**config.mk**
```make
export PLATFORM = sky130hd
export DESIGN_NAME = scalar_kalman_filter
export DESIGN_NICKNAME = d
export VERILOG_FILES = /design/src/hdl/skf_pkg.sv /design/src/hdl/skf_ctrl.sv /design/src/hdl/skf_datapath.sv /design/src/hdl/scalar_kalman_filter.sv
export VERILOG_INCLUDE_DIRS = /design/src /design/src/hdl
export SDC_FILE = /design/constraint.sdc
export NUM_CORES = 2
export LEC_CHECK = 0
export BUFFER_PORTS_ARGS = -buffer_cell sky130_fd_sc_hd__buf_2
export CELL_PAD_IN_SITES_DETAIL_PLACEMENT = 0
export CELL_PAD_IN_SITES_GLOBAL_PLACEMENT = 1
export CORE_MARGIN = 1
export CORE_UTILIZATION = 51
export DETAILED_ROUTE_END_ITERATION = 10
export PLACE_DENSITY = 0.82
export SLEW_MARGIN = 30
export SYNTH_ARGS = -nofsm -noshare
export SYNTH_HDL_FRONTEND = slang
export SYNTH_SLANG_ARGS = --single-unit
```
**constraint.sdc**
```tcl
create_clock -name clk -period 14.8 [get_ports clk]
set_input_delay 0 -clock clk [delete_from_list [all_inputs] [get_ports clk]]
set_output_delay 0 -clock clk [all_outputs]
set_load 0.005 [all_outputs]
```
**src/hdl/scalar_kalman_filter_macros.svh**
```systemverilog
// ----------------------------------------------------------------------------
// Scalar Kalman filter assertion macros
// Concurrent checks on the block clock, disabled while rst is high.
// ----------------------------------------------------------------------------
`ifndef SCALAR_KALMAN_FILTER_MACROS_SVH
`define SCALAR_KALMAN_FILTER_MACROS_SVH

`ifndef ASSERT_OFF
// property must hold at every edge outside reset
`define SKF_ASSERT(lbl, prop, msg) \
  lbl: assert property (@(posedge clk) disable iff (rst) prop) else $error(msg);
// expression must never be true outside reset
`define SKF_ASSERT_NEVER(lbl, expr, msg) \
  lbl: assert property (@(posedge clk) disable iff (rst) !(expr)) else $error(msg);
`else
`define SKF_ASSERT(lbl, prop, msg)
`define SKF_ASSERT_NEVER(lbl, expr, msg)
`endif

`endif

```
**src/hdl/skf_pkg.sv**
```systemverilog
// ----------------------------------------------------------------------------
// Scalar Kalman filter package
// Request and register codes, and the controller to datapath command bundle.
// ----------------------------------------------------------------------------
package skf_pkg;

  // request kinds carried in the input tuser
  localparam logic [1:0] REQ_PREDICT = 2'd0;
  localparam logic [1:0] REQ_UPDATE  = 2'd1;
  localparam logic [1:0] REQ_INIT    = 2'd2;
  localparam logic [1:0] REQ_NONE    = 2'd3;

  // configuration register indexes
  localparam logic [1:0] CFG_PROCESS_NOISE      = 2'd0;
  localparam logic [1:0] CFG_SENSOR_NOISE       = 2'd1;
  localparam logic [1:0] CFG_INITIAL_ESTIMATE   = 2'd2;
  localparam logic [1:0] CFG_INITIAL_COVARIANCE = 2'd3;

  // datapath commands
  typedef struct packed {
    logic predict;    // P <= sat(P + Q)
    logic init;       // reload X and P from config
    logic upd_start;  // set up gain division and |z - X|
    logic div_step;   // one restoring division step
    logic mul_go;     // issue one partial product
    logic mul_hi;     // upper half of the wide operand
    logic mul_cov;    // operands P and 1-K instead of |z - X| and K
    logic acc_first;  // accumulator <= low partial product
    logic acc_add;    // accumulator += high partial product, shifted
    logic est_write;  // X <= X +/- step
    logic cov_write;  // P <= scaled P
    logic out_load;   // capture X and P into the output register
  } skf_cmd_t;

endpackage

```
**src/hdl/skf_ctrl.sv**
```systemverilog
// ----------------------------------------------------------------------------
// Scalar Kalman filter controller
// Sequences predict, init and update work and owns the output valid flag.
// ----------------------------------------------------------------------------
`include "scalar_kalman_filter_macros.svh"

module skf_ctrl #(
  parameter int FRAC_BITS = 16
) (
  input  logic             clk,
  input  logic             rst,
  input  logic             in_valid,
  output logic             in_ready,
  input  logic [1:0]       in_req,
  output logic             out_valid,
  input  logic             out_ready,
  output skf_pkg::skf_cmd_t cmd
);
  import skf_pkg::*;

  localparam int CW = $clog2(FRAC_BITS);

  localparam logic [3:0] S_IDLE = 4'd0;
  localparam logic [3:0] S_DIV  = 4'd1;
  localparam logic [3:0] S_ML0  = 4'd2;
  localparam logic [3:0] S_ML1  = 4'd3;
  localparam logic [3:0] S_ML2  = 4'd4;
  localparam logic [3:0] S_EST  = 4'd5;
  localparam logic [3:0] S_CV0  = 4'd6;
  localparam logic [3:0] S_CV1  = 4'd7;
  localparam logic [3:0] S_CV2  = 4'd8;
  localparam logic [3:0] S_CVW  = 4'd9;
  localparam logic [3:0] S_FIN  = 4'd10;

  logic [3:0]    state, state_next;
  logic [CW-1:0] cnt, cnt_next;
  logic          out_valid_next;
  logic          slot_free;

  assign in_ready  = (state == S_IDLE);
  assign slot_free = !out_valid || out_ready;

  // next state and commands
  always_comb begin
    cmd        = '0;
    state_next = state;
    cnt_next   = cnt;
    unique case (state)
      S_IDLE: begin
        if (in_valid) begin
          unique case (in_req)
            REQ_PREDICT: begin
              cmd.predict = 1'b1;
              state_next  = S_FIN;
            end
            REQ_UPDATE: begin
              cmd.upd_start = 1'b1;
              cnt_next      = '0;
              state_next    = S_DIV;
            end
            REQ_INIT: begin
              cmd.init   = 1'b1;
              state_next = S_FIN;
            end
            REQ_NONE: begin
              state_next = S_FIN;
            end
          endcase
        end
      end
      S_DIV: begin
        cmd.div_step = 1'b1;
        cnt_next     = cnt + 1'b1;
        if (cnt == CW'(FRAC_BITS - 1)) begin
          state_next = S_ML0;
        end
      end
      S_ML0: begin
        cmd.mul_go = 1'b1;
        state_next = S_ML1;
      end
      S_ML1: begin
        cmd.mul_go    = 1'b1;
        cmd.mul_hi    = 1'b1;
        cmd.acc_first = 1'b1;
        state_next    = S_ML2;
      end
      S_ML2: begin
        cmd.acc_add = 1'b1;
        state_next  = S_EST;
      end
      S_EST: begin
        cmd.est_write = 1'b1;
        state_next    = S_CV0;
      end
      S_CV0: begin
        cmd.mul_go  = 1'b1;
        cmd.mul_cov = 1'b1;
        state_next  = S_CV1;
      end
      S_CV1: begin
        cmd.mul_go    = 1'b1;
        cmd.mul_hi    = 1'b1;
        cmd.mul_cov   = 1'b1;
        cmd.acc_first = 1'b1;
        state_next    = S_CV2;
      end
      S_CV2: begin
        cmd.acc_add = 1'b1;
        state_next  = S_CVW;
      end
      S_CVW: begin
        cmd.cov_write = 1'b1;
        state_next    = S_FIN;
      end
      S_FIN: begin
        if (slot_free) begin
          cmd.out_load = 1'b1;
          state_next   = S_IDLE;
        end
      end
      default: begin
        state_next = S_IDLE;
      end
    endcase
  end

  // output valid: set on load, cleared when the beat is taken
  always_comb begin
    out_valid_next = out_valid;
    if (cmd.out_load) begin
      out_valid_next = 1'b1;
    end else if (out_ready) begin
      out_valid_next = 1'b0;
    end
  end

  always_ff @(posedge clk) begin
    if (rst) begin
      state     <= S_IDLE;
      cnt       <= '0;
      out_valid <= 1'b0;
    end else begin
      state     <= state_next;
      cnt       <= cnt_next;
      out_valid <= out_valid_next;
    end
  end

  `SKF_ASSERT(a_load_slot_free, cmd.out_load |-> (!out_valid || out_ready), "output overwritten")
  `SKF_ASSERT(a_update_enters_div, (in_valid && in_ready && in_req == REQ_UPDATE) |=> (state == S_DIV), "update did not start division")
  `SKF_ASSERT(a_rise_after_fin, $rose(out_valid) |-> ($past(state) == S_FIN), "result shown outside finish")
  `SKF_ASSERT_NEVER(a_busy_accept, in_ready && (state != S_IDLE), "input taken while busy")

endmodule

```
**src/hdl/skf_datapath.sv**
```systemverilog
// ----------------------------------------------------------------------------
// Scalar Kalman filter datapath
// Config registers, filter state, serial gain divider, split multiplier and
// output register.
// ----------------------------------------------------------------------------
`include "scalar_kalman_filter_macros.svh"

module skf_datapath #(
  parameter int FRAC_BITS  = 16,
  parameter int DATA_WIDTH = 32
) (
  input  logic                         clk,
  input  logic                         rst,
  input  skf_pkg::skf_cmd_t            cmd,
  input  logic                         cfg_we,
  input  logic [1:0]                   cfg_index,
  input  logic [DATA_WIDTH-1:0]        cfg_data,
  input  logic signed [DATA_WIDTH-1:0] measurement,
  output logic signed [DATA_WIDTH-1:0] estimate_out,
  output logic [DATA_WIDTH-1:0]        covariance_out
);
  import skf_pkg::*;

  localparam int DW    = DATA_WIDTH;
  localparam int AW    = DATA_WIDTH + 1;     // |z - X| and P + R
  localparam int KW    = FRAC_BITS + 1;      // gain, 0 .. 1.0
  localparam int LO_W  = (AW + 1) / 2;       // multiplier operand half
  localparam int PW    = LO_W + KW;          // partial product
  localparam int ACC_W = AW + KW;            // full product

  localparam logic [KW-1:0] ONE_K = KW'(1) << FRAC_BITS;
  localparam logic [DW-1:0] ONE_D = DW'(1) << FRAC_BITS;

  // configuration
  logic [DW-1:0]        process_noise, sensor_noise, initial_covariance;
  logic signed [DW-1:0] initial_estimate;

  // filter state
  logic signed [DW-1:0] estimate;
  logic [DW-1:0]        covariance;

  // update working registers
  logic [AW-1:0]    denom, rem, mag;
  logic             neg;
  logic [KW-1:0]    gain;
  logic             gain_fixed;
  logic [PW-1:0]    prod;
  logic [ACC_W-1:0] acc;

  logic [AW-1:0]    pr_sum, q_sum, diff, est_sum;
  logic [AW:0]      rem_sh, rem_sub;
  logic             rem_ge;
  logic [AW-1:0]    mul_a;
  logic [LO_W-1:0]  mul_a_half;
  logic [KW-1:0]    mul_b;
  logic [AW-1:0]    step;

  // configuration writes
  always_ff @(posedge clk) begin
    if (rst) begin
      process_noise      <= '0;
      sensor_noise       <= ONE_D;
      initial_estimate   <= '0;
      initial_covariance <= ONE_D;
    end else if (cfg_we) begin
      unique case (cfg_index)
        CFG_PROCESS_NOISE:      process_noise      <= cfg_data;
        CFG_SENSOR_NOISE:       sensor_noise       <= cfg_data;
        CFG_INITIAL_ESTIMATE:   initial_estimate   <= cfg_data;
        CFG_INITIAL_COVARIANCE: initial_covariance <= cfg_data;
      endcase
    end
  end

  // adders around the state
  assign q_sum   = {1'b0, covariance} + {1'b0, process_noise};
  assign pr_sum  = {1'b0, covariance} + {1'b0, sensor_noise};
  assign diff    = {measurement[DW-1], measurement} - {estimate[DW-1], estimate};
  assign step    = acc[FRAC_BITS +: AW];
  assign est_sum = neg ? ({estimate[DW-1], estimate} - step)
                       : ({estimate[DW-1], estimate} + step);

  // restoring division step: remainder stays below the denominator
  assign rem_sh  = {rem, 1'b0};
  assign rem_ge  = (rem_sh >= {1'b0, denom});
  assign rem_sub = rem_sh - {1'b0, denom};

  // multiplier operands
  assign mul_a      = cmd.mul_cov ? {1'b0, covariance} : mag;
  assign mul_a_half = cmd.mul_hi ? LO_W'(mul_a >> LO_W) : mul_a[LO_W-1:0];
  assign mul_b      = cmd.mul_cov ? (ONE_K - gain) : gain;

  // state registers
  always_ff @(posedge clk) begin
    if (rst) begin
      estimate   <= '0;
      covariance <= ONE_D;
    end else begin
      if (cmd.predict) begin
        covariance <= q_sum[DW] ? '1 : q_sum[DW-1:0];
      end else if (cmd.init) begin
        estimate   <= initial_estimate;
        covariance <= initial_covariance;
      end else begin
        if (cmd.est_write) begin
          estimate <= est_sum[DW-1:0];
        end
        if (cmd.cov_write) begin
          covariance <= acc[FRAC_BITS +: DW];
        end
      end
    end
  end

  // gain division and magnitude setup
  always_ff @(posedge clk) begin
    if (cmd.upd_start) begin
      denom <= pr_sum;
      rem   <= {1'b0, covariance};
      neg   <= diff[AW-1];
      mag   <= diff[AW-1] ? (~diff + 1'b1) : diff;
      if (pr_sum == '0) begin
        gain       <= '0;
        gain_fixed <= 1'b1;
      end else if (sensor_noise == '0) begin
        gain       <= ONE_K;
        gain_fixed <= 1'b1;
      end else begin
        gain       <= '0;
        gain_fixed <= 1'b0;
      end
    end else if (cmd.div_step && !gain_fixed) begin
      rem  <= rem_ge ? rem_sub[AW-1:0] : rem_sh[AW-1:0];
      gain <= {gain[KW-2:0], rem_ge};
    end
  end

  // split multiplier and accumulator
  always_ff @(posedge clk) begin
    if (cmd.mul_go) begin
      prod <= mul_a_half * mul_b;
    end
    if (cmd.acc_first) begin
      acc <= ACC_W'(prod);
    end else if (cmd.acc_add) begin
      acc <= acc + ACC_W'({prod, {LO_W{1'b0}}});
    end
  end

  // output register
  always_ff @(posedge clk) begin
    if (cmd.out_load) begin
      estimate_out   <= estimate;
      covariance_out <= covariance;
    end
  end

  `SKF_ASSERT(a_gain_le_one, cmd.mul_go |-> (gain <= ONE_K), "gain above one")
  `SKF_ASSERT_NEVER(a_one_state_op, cmd.predict && cmd.init, "two state ops at once")

endmodule

```
**src/hdl/scalar_kalman_filter.sv**
```systemverilog
// ----------------------------------------------------------------------------
// Scalar Kalman filter
// Random-walk estimator in fixed point: predict, update, init and no-op requests.
// ----------------------------------------------------------------------------
// Usage:
//   s_axis: one beat per request. tuser = request kind (0 predict, 1 update,
//   2 init, 3 no-op); tdata = measurement, used on update only.
//   m_axis: one beat per request with the estimate and covariance after it.
//   cfg: register writes (0 Q, 1 R, 2 initial estimate, 3 initial
//   covariance), always ready; write only while no request is in flight.
//   Sequence: predict, init and no-op act on accept and then pass through the
//   finish step; update sets up in the accept step, runs the one-bit-a-cycle
//   gain divider and then the split multiplier, which forms each of the two
//   products in two halves.
//   Flow: one request at a time; a new request is taken only after the last
//   one has loaded its result into the output register.
//   Reset: estimate 0, covariance 1.0, Q 0, R 1.0, initial values 0 and 1.0.
//   Receiver stall: a held result blocks completion of the following
//   request, which waits in its finish step until the beat is taken.
// ----------------------------------------------------------------------------
module scalar_kalman_filter #(
  parameter int FRAC_BITS  = 16,
  parameter int DATA_WIDTH = 32
) (
  input  logic                                 clk,
  input  logic                                 rst,
  input  logic                                 s_axis_tvalid,
  output logic                                 s_axis_tready,
  // tdata: measurement
  input  logic [((DATA_WIDTH + 7) / 8) * 8-1:0] s_axis_tdata,
  // tuser: req_type
  input  logic [1:0]                           s_axis_tuser,
  output logic                                 m_axis_tvalid,
  input  logic                                 m_axis_tready,
  // tdata: estimate_out, covariance_out
  output logic [((2 * DATA_WIDTH + 7) / 8) * 8-1:0] m_axis_tdata,
  input  logic                                 cfg_valid,
  output logic                                 cfg_ready,
  input  logic [1:0]                           cfg_index,
  input  logic [DATA_WIDTH-1:0]                cfg_data
);
  import skf_pkg::*;

  localparam int OUT_TW = ((2 * DATA_WIDTH + 7) / 8) * 8;

  skf_cmd_t                     cmd;
  logic signed [DATA_WIDTH-1:0] estimate_out;
  logic [DATA_WIDTH-1:0]        covariance_out;

  assign cfg_ready    = 1'b1;
  assign m_axis_tdata = OUT_TW'({covariance_out, estimate_out});

  skf_ctrl #(
    .FRAC_BITS (FRAC_BITS)
  ) u_ctrl (
    .clk       (clk),
    .rst       (rst),
    .in_valid  (s_axis_tvalid),
    .in_ready  (s_axis_tready),
    .in_req    (s_axis_tuser),
    .out_valid (m_axis_tvalid),
    .out_ready (m_axis_tready),
    .cmd       (cmd)
  );

  skf_datapath #(
    .FRAC_BITS  (FRAC_BITS),
    .DATA_WIDTH (DATA_WIDTH)
  ) u_datapath (
    .clk            (clk),
    .rst            (rst),
    .cmd            (cmd),
    .cfg_we         (cfg_valid),
    .cfg_index      (cfg_index),
    .cfg_data       (cfg_data),
    .measurement    (s_axis_tdata[DATA_WIDTH-1:0]),
    .estimate_out   (estimate_out),
    .covariance_out (covariance_out)
  );

endmodule

```
==> out/qor.yml <==
cts:
  cts_buffer_depth: 3
  cts_sinks: 449
  clock_latency_ns: 0.65
  path_clk_slew_ns: 0.06
  cts_tree: "yes"
  post_cts_buffers: 0
  cts-root-buf: "clkbuf_16"
  cts_max_level: 2
  cts_buffers: 54
global_routing:
  grt_overflow: 0
  met3_usage_pct: 3.27
  met1_usage_pct: 44.3
  grt_pass1_wl_mm: 191
  grt_busiest_layer: "met2"
  antenna_found_initial: 1
  grt_max_degree: 103
  grt_usage_pct: 32.4
  grt_pass1_vias: 31942
  gr-usage-met2_pct: 52.5
status:
  status: "completed"
sta:
  slew_viol_final: 0
  hold_violations: 0
  setup_tns_ns: 0
  rsz0062_at_grt: "no"
  fin_crit_ns: 9.19
  post-route-period-util_pct: 62.1
  relSlewSlack_pct: 32.5
  setup_viol: 0
  max_freq_mhz: 109
  clock-skew-final_ns: 0.0701
  worstMarginPinSlew_ns: 1.01
floorplanning:
  ios: 140
  die_area_sq_um: 76800
  row_count: 100
  die_y_um: 277
  core-area_sq_um: 74700
  initial_core_util_pct: 51.7
  die_w_um: 277
worst_setup_path:
  rrSetupSlack_ns: 5.61
  end_kind: "flip-flop"
  startpoint: "u_ctrl.state[0]"
  critPathCapture: "u_datapath.prod[33]"
  crit_arrival_ns: 9.59
  r2r_cells: 27
  r2r-start: "u_ctrl.state[0]"
  cp_top_family: "adder cells"
  timing.rr.end: "u_datapath.prod[33]"
  cp.required_ns: 15.20
  critPathMaxFanout: 49
  slowest_stage: "mux4_2"
  worst-path-buf-inv: 8
  worstSetupPathType: "flip-flop to flip-flop"
  critPathMaxStageDelay_ns: 0.81
  start_kind: "flip-flop"
  cp_num_cells: 27
  path_common_cell: "fa_1"
flow_run:
  drv_cap: 0
synth:
  synth-async-reset-ratio_pct: 0
  ys_types: 105
  ys_seq_elements: 449
  yosys_warnings: 0
  synth_edf_count: 233
  synthFlopType: "edfxtp_1"
  yosysSeqAreaShare_pct: 29.3
  synth.avg_cell_area_sq_um: 8.55
  syn_inst: 4515
  synth_nets: 5120
  syn_area_sq_um: 38600
layout:
  drive_gt1_share_pct: 7.57
  finalNetCount: 5221
  area_delta_synth_final_pct: 10.0
  diodes: 0
  layout_common_cells: "nand2_1, inv_1, a21oi_1"
  fillCellCount: 6911
  mostFrequentLayoutCell: "nand2_1"
place:
  place_congestion: 0.938
  portBuffers: 138
  dp_hpwl_mm: 97.0
route:
  drtIter0Drc: 2812
  drt-total-wl_mm: 126
  drcViolationCount: 0
  routedWlPerCell_um: 22.3
  vias: 33561
  ant_nets: 0
  vias_per_cell: 5.96
  firstDrtPassIters: 5
hold_path:
  hp-class: "primary input to flip-flop"
## what timing repair did
action,4_1_cts,5_1_grt
resized for setup,0,0
hold buffers,43,0
hold endpoints to repair,142,0
## how the worst min path moves through the flow
stage	from	endpoint	slack, ns	cells past startpoint
2_1_floorplan	cfg_data[16]	u_datapath.initial_covariance[16]	0.12	2
3_3_place_gp	cfg_data[3]	u_datapath.process_noise[3]	0.30	3
3_5_place_dp	cfg_data[3]	u_datapath.initial_covariance[3]	0.30	3
4_1_cts	s_axis_tuser[1]	u_datapath.covariance[9]	0.009	4
5_1_grt	s_axis_tuser[1]	u_datapath.covariance[9]	0.07	4
6_report	s_axis_tuser[1]	u_datapath.covariance[9]	0.05	4
## per-layer routing
layer,vias up,wire (um)
met1,16324,54900
met3,220,7640
met2,1171,57800
met5,-,0
met4,0,5450
li1,15846,-
## cells in the mapped netlist (11+ instances only)
| library cell | n | area [sq um] |
|---|---|---|
| a31oi_1 | 49 | 307 |
| or2_2 | 18 | 113 |
| xor2_1 | 75 | 657 |
| nand4_1 | 37 | 231 |
| o31ai_1 | 19 | 143 |
| nor2b_1 | 34 | 213 |
| nand2b_1 | 32 | 200 |
| fa_1 | 230 | 4600 |
| and2_1 | 85 | 532 |
| o21bai_1 | 28 | 210 |
| buf_2 | 14 | 70.1 |
| nand3_1 | 76 | 380 |
| a211oi_1 | 50 | 375 |
| nor2_1 | 352 | 1320 |
| nand2_1 | 723 | 2710 |
| nand3b_1 | 25 | 188 |
| o21ai_0 | 164 | 821 |
| nor3_1 | 81 | 405 |
| dfxtp_1 | 216 | 4320 |
| a21o_1 | 109 | 818 |
| or3_1 | 31 | 194 |
| a211o_1 | 15 | 131 |
| xnor2_1 | 160 | 1400 |
| edfxtp_1 | 233 | 7000 |
| o21ai_1 | 11 | 55.1 |
| a21oi_1 | 356 | 1780 |
| clkbuf_1 | 154 | 578 |
| o21a_1 | 36 | 270 |
| a311oi_1 | 21 | 184 |
| nor3b_1 | 16 | 120 |
| nor4_1 | 26 | 163 |
| inv_1 | 433 | 1630 |
| ha_1 | 302 | 3780 |
| o211ai_1 | 37 | 278 |
| o221ai_1 | 20 | 175 |
| and3_1 | 42 | 263 |
## worst min-delay path: cells and delay by family
family                 cells  cell delay [ns]
buffers and inverters      1             0.27
and+or+nand+nor            1             0.16
AOI/OAI and AO/OA          2             0.21
## kinds of logic after synthesis
group / Yosys count / share of synthesized area, %
and+or+nand+nor: 1618 / 19.3
AOI/OAI and AO/OA: 1044 / 17.5
buffers and inverters: 618 / 6.14
adders and majority gates: 532 / 21.7
DFF: 449 / 29.3
xor gates and xnor gates: 235 / 5.33
muxes: 18 / 0.726
other: 1 / 0.00971
## through the flow
step	instances	utilization [%]	cell area (sq um)	worst slack, ns	hold slack, ns
2_1_floorplan	4515	-	38600	5.61	0.121
3_3_place_gp	5486	53.8	40200	5.90	0.297
3_5_place_dp	5486	53.8	40200	5.76	0.297
4_1_cts	5630	56.8	42400	5.71	0.00938
5_1_grt	5630	56.8	42500	5.03	0.0688
6_report	5630	56.8	42500	5.61	0.0484
## state kept, by name, indices dropped and copies added, names as in the netlist, 33 cells and up
name and cells:
u_datapath.denom 33, u_datapath.prod 34, u_datapath.mag 33, u_datapath.rem 33
## final cells by class
type	count	area (sq um)	area share [%]
Clock buffer	72	1540	3.62
Clock inverter	29	274	0.645
Inverter	435	1630	3.85
Multi-Input combinational cell	3448	25000	58.9
Sequential cell	449	11300	26.7
Tap cell	969	1210	2.86
Timing Repair Buffer	228	1480	3.49
Power is left out: the tool's default activity adds up to more than one toggle a clock period on the data nets, which glitch-free logic cannot reach.
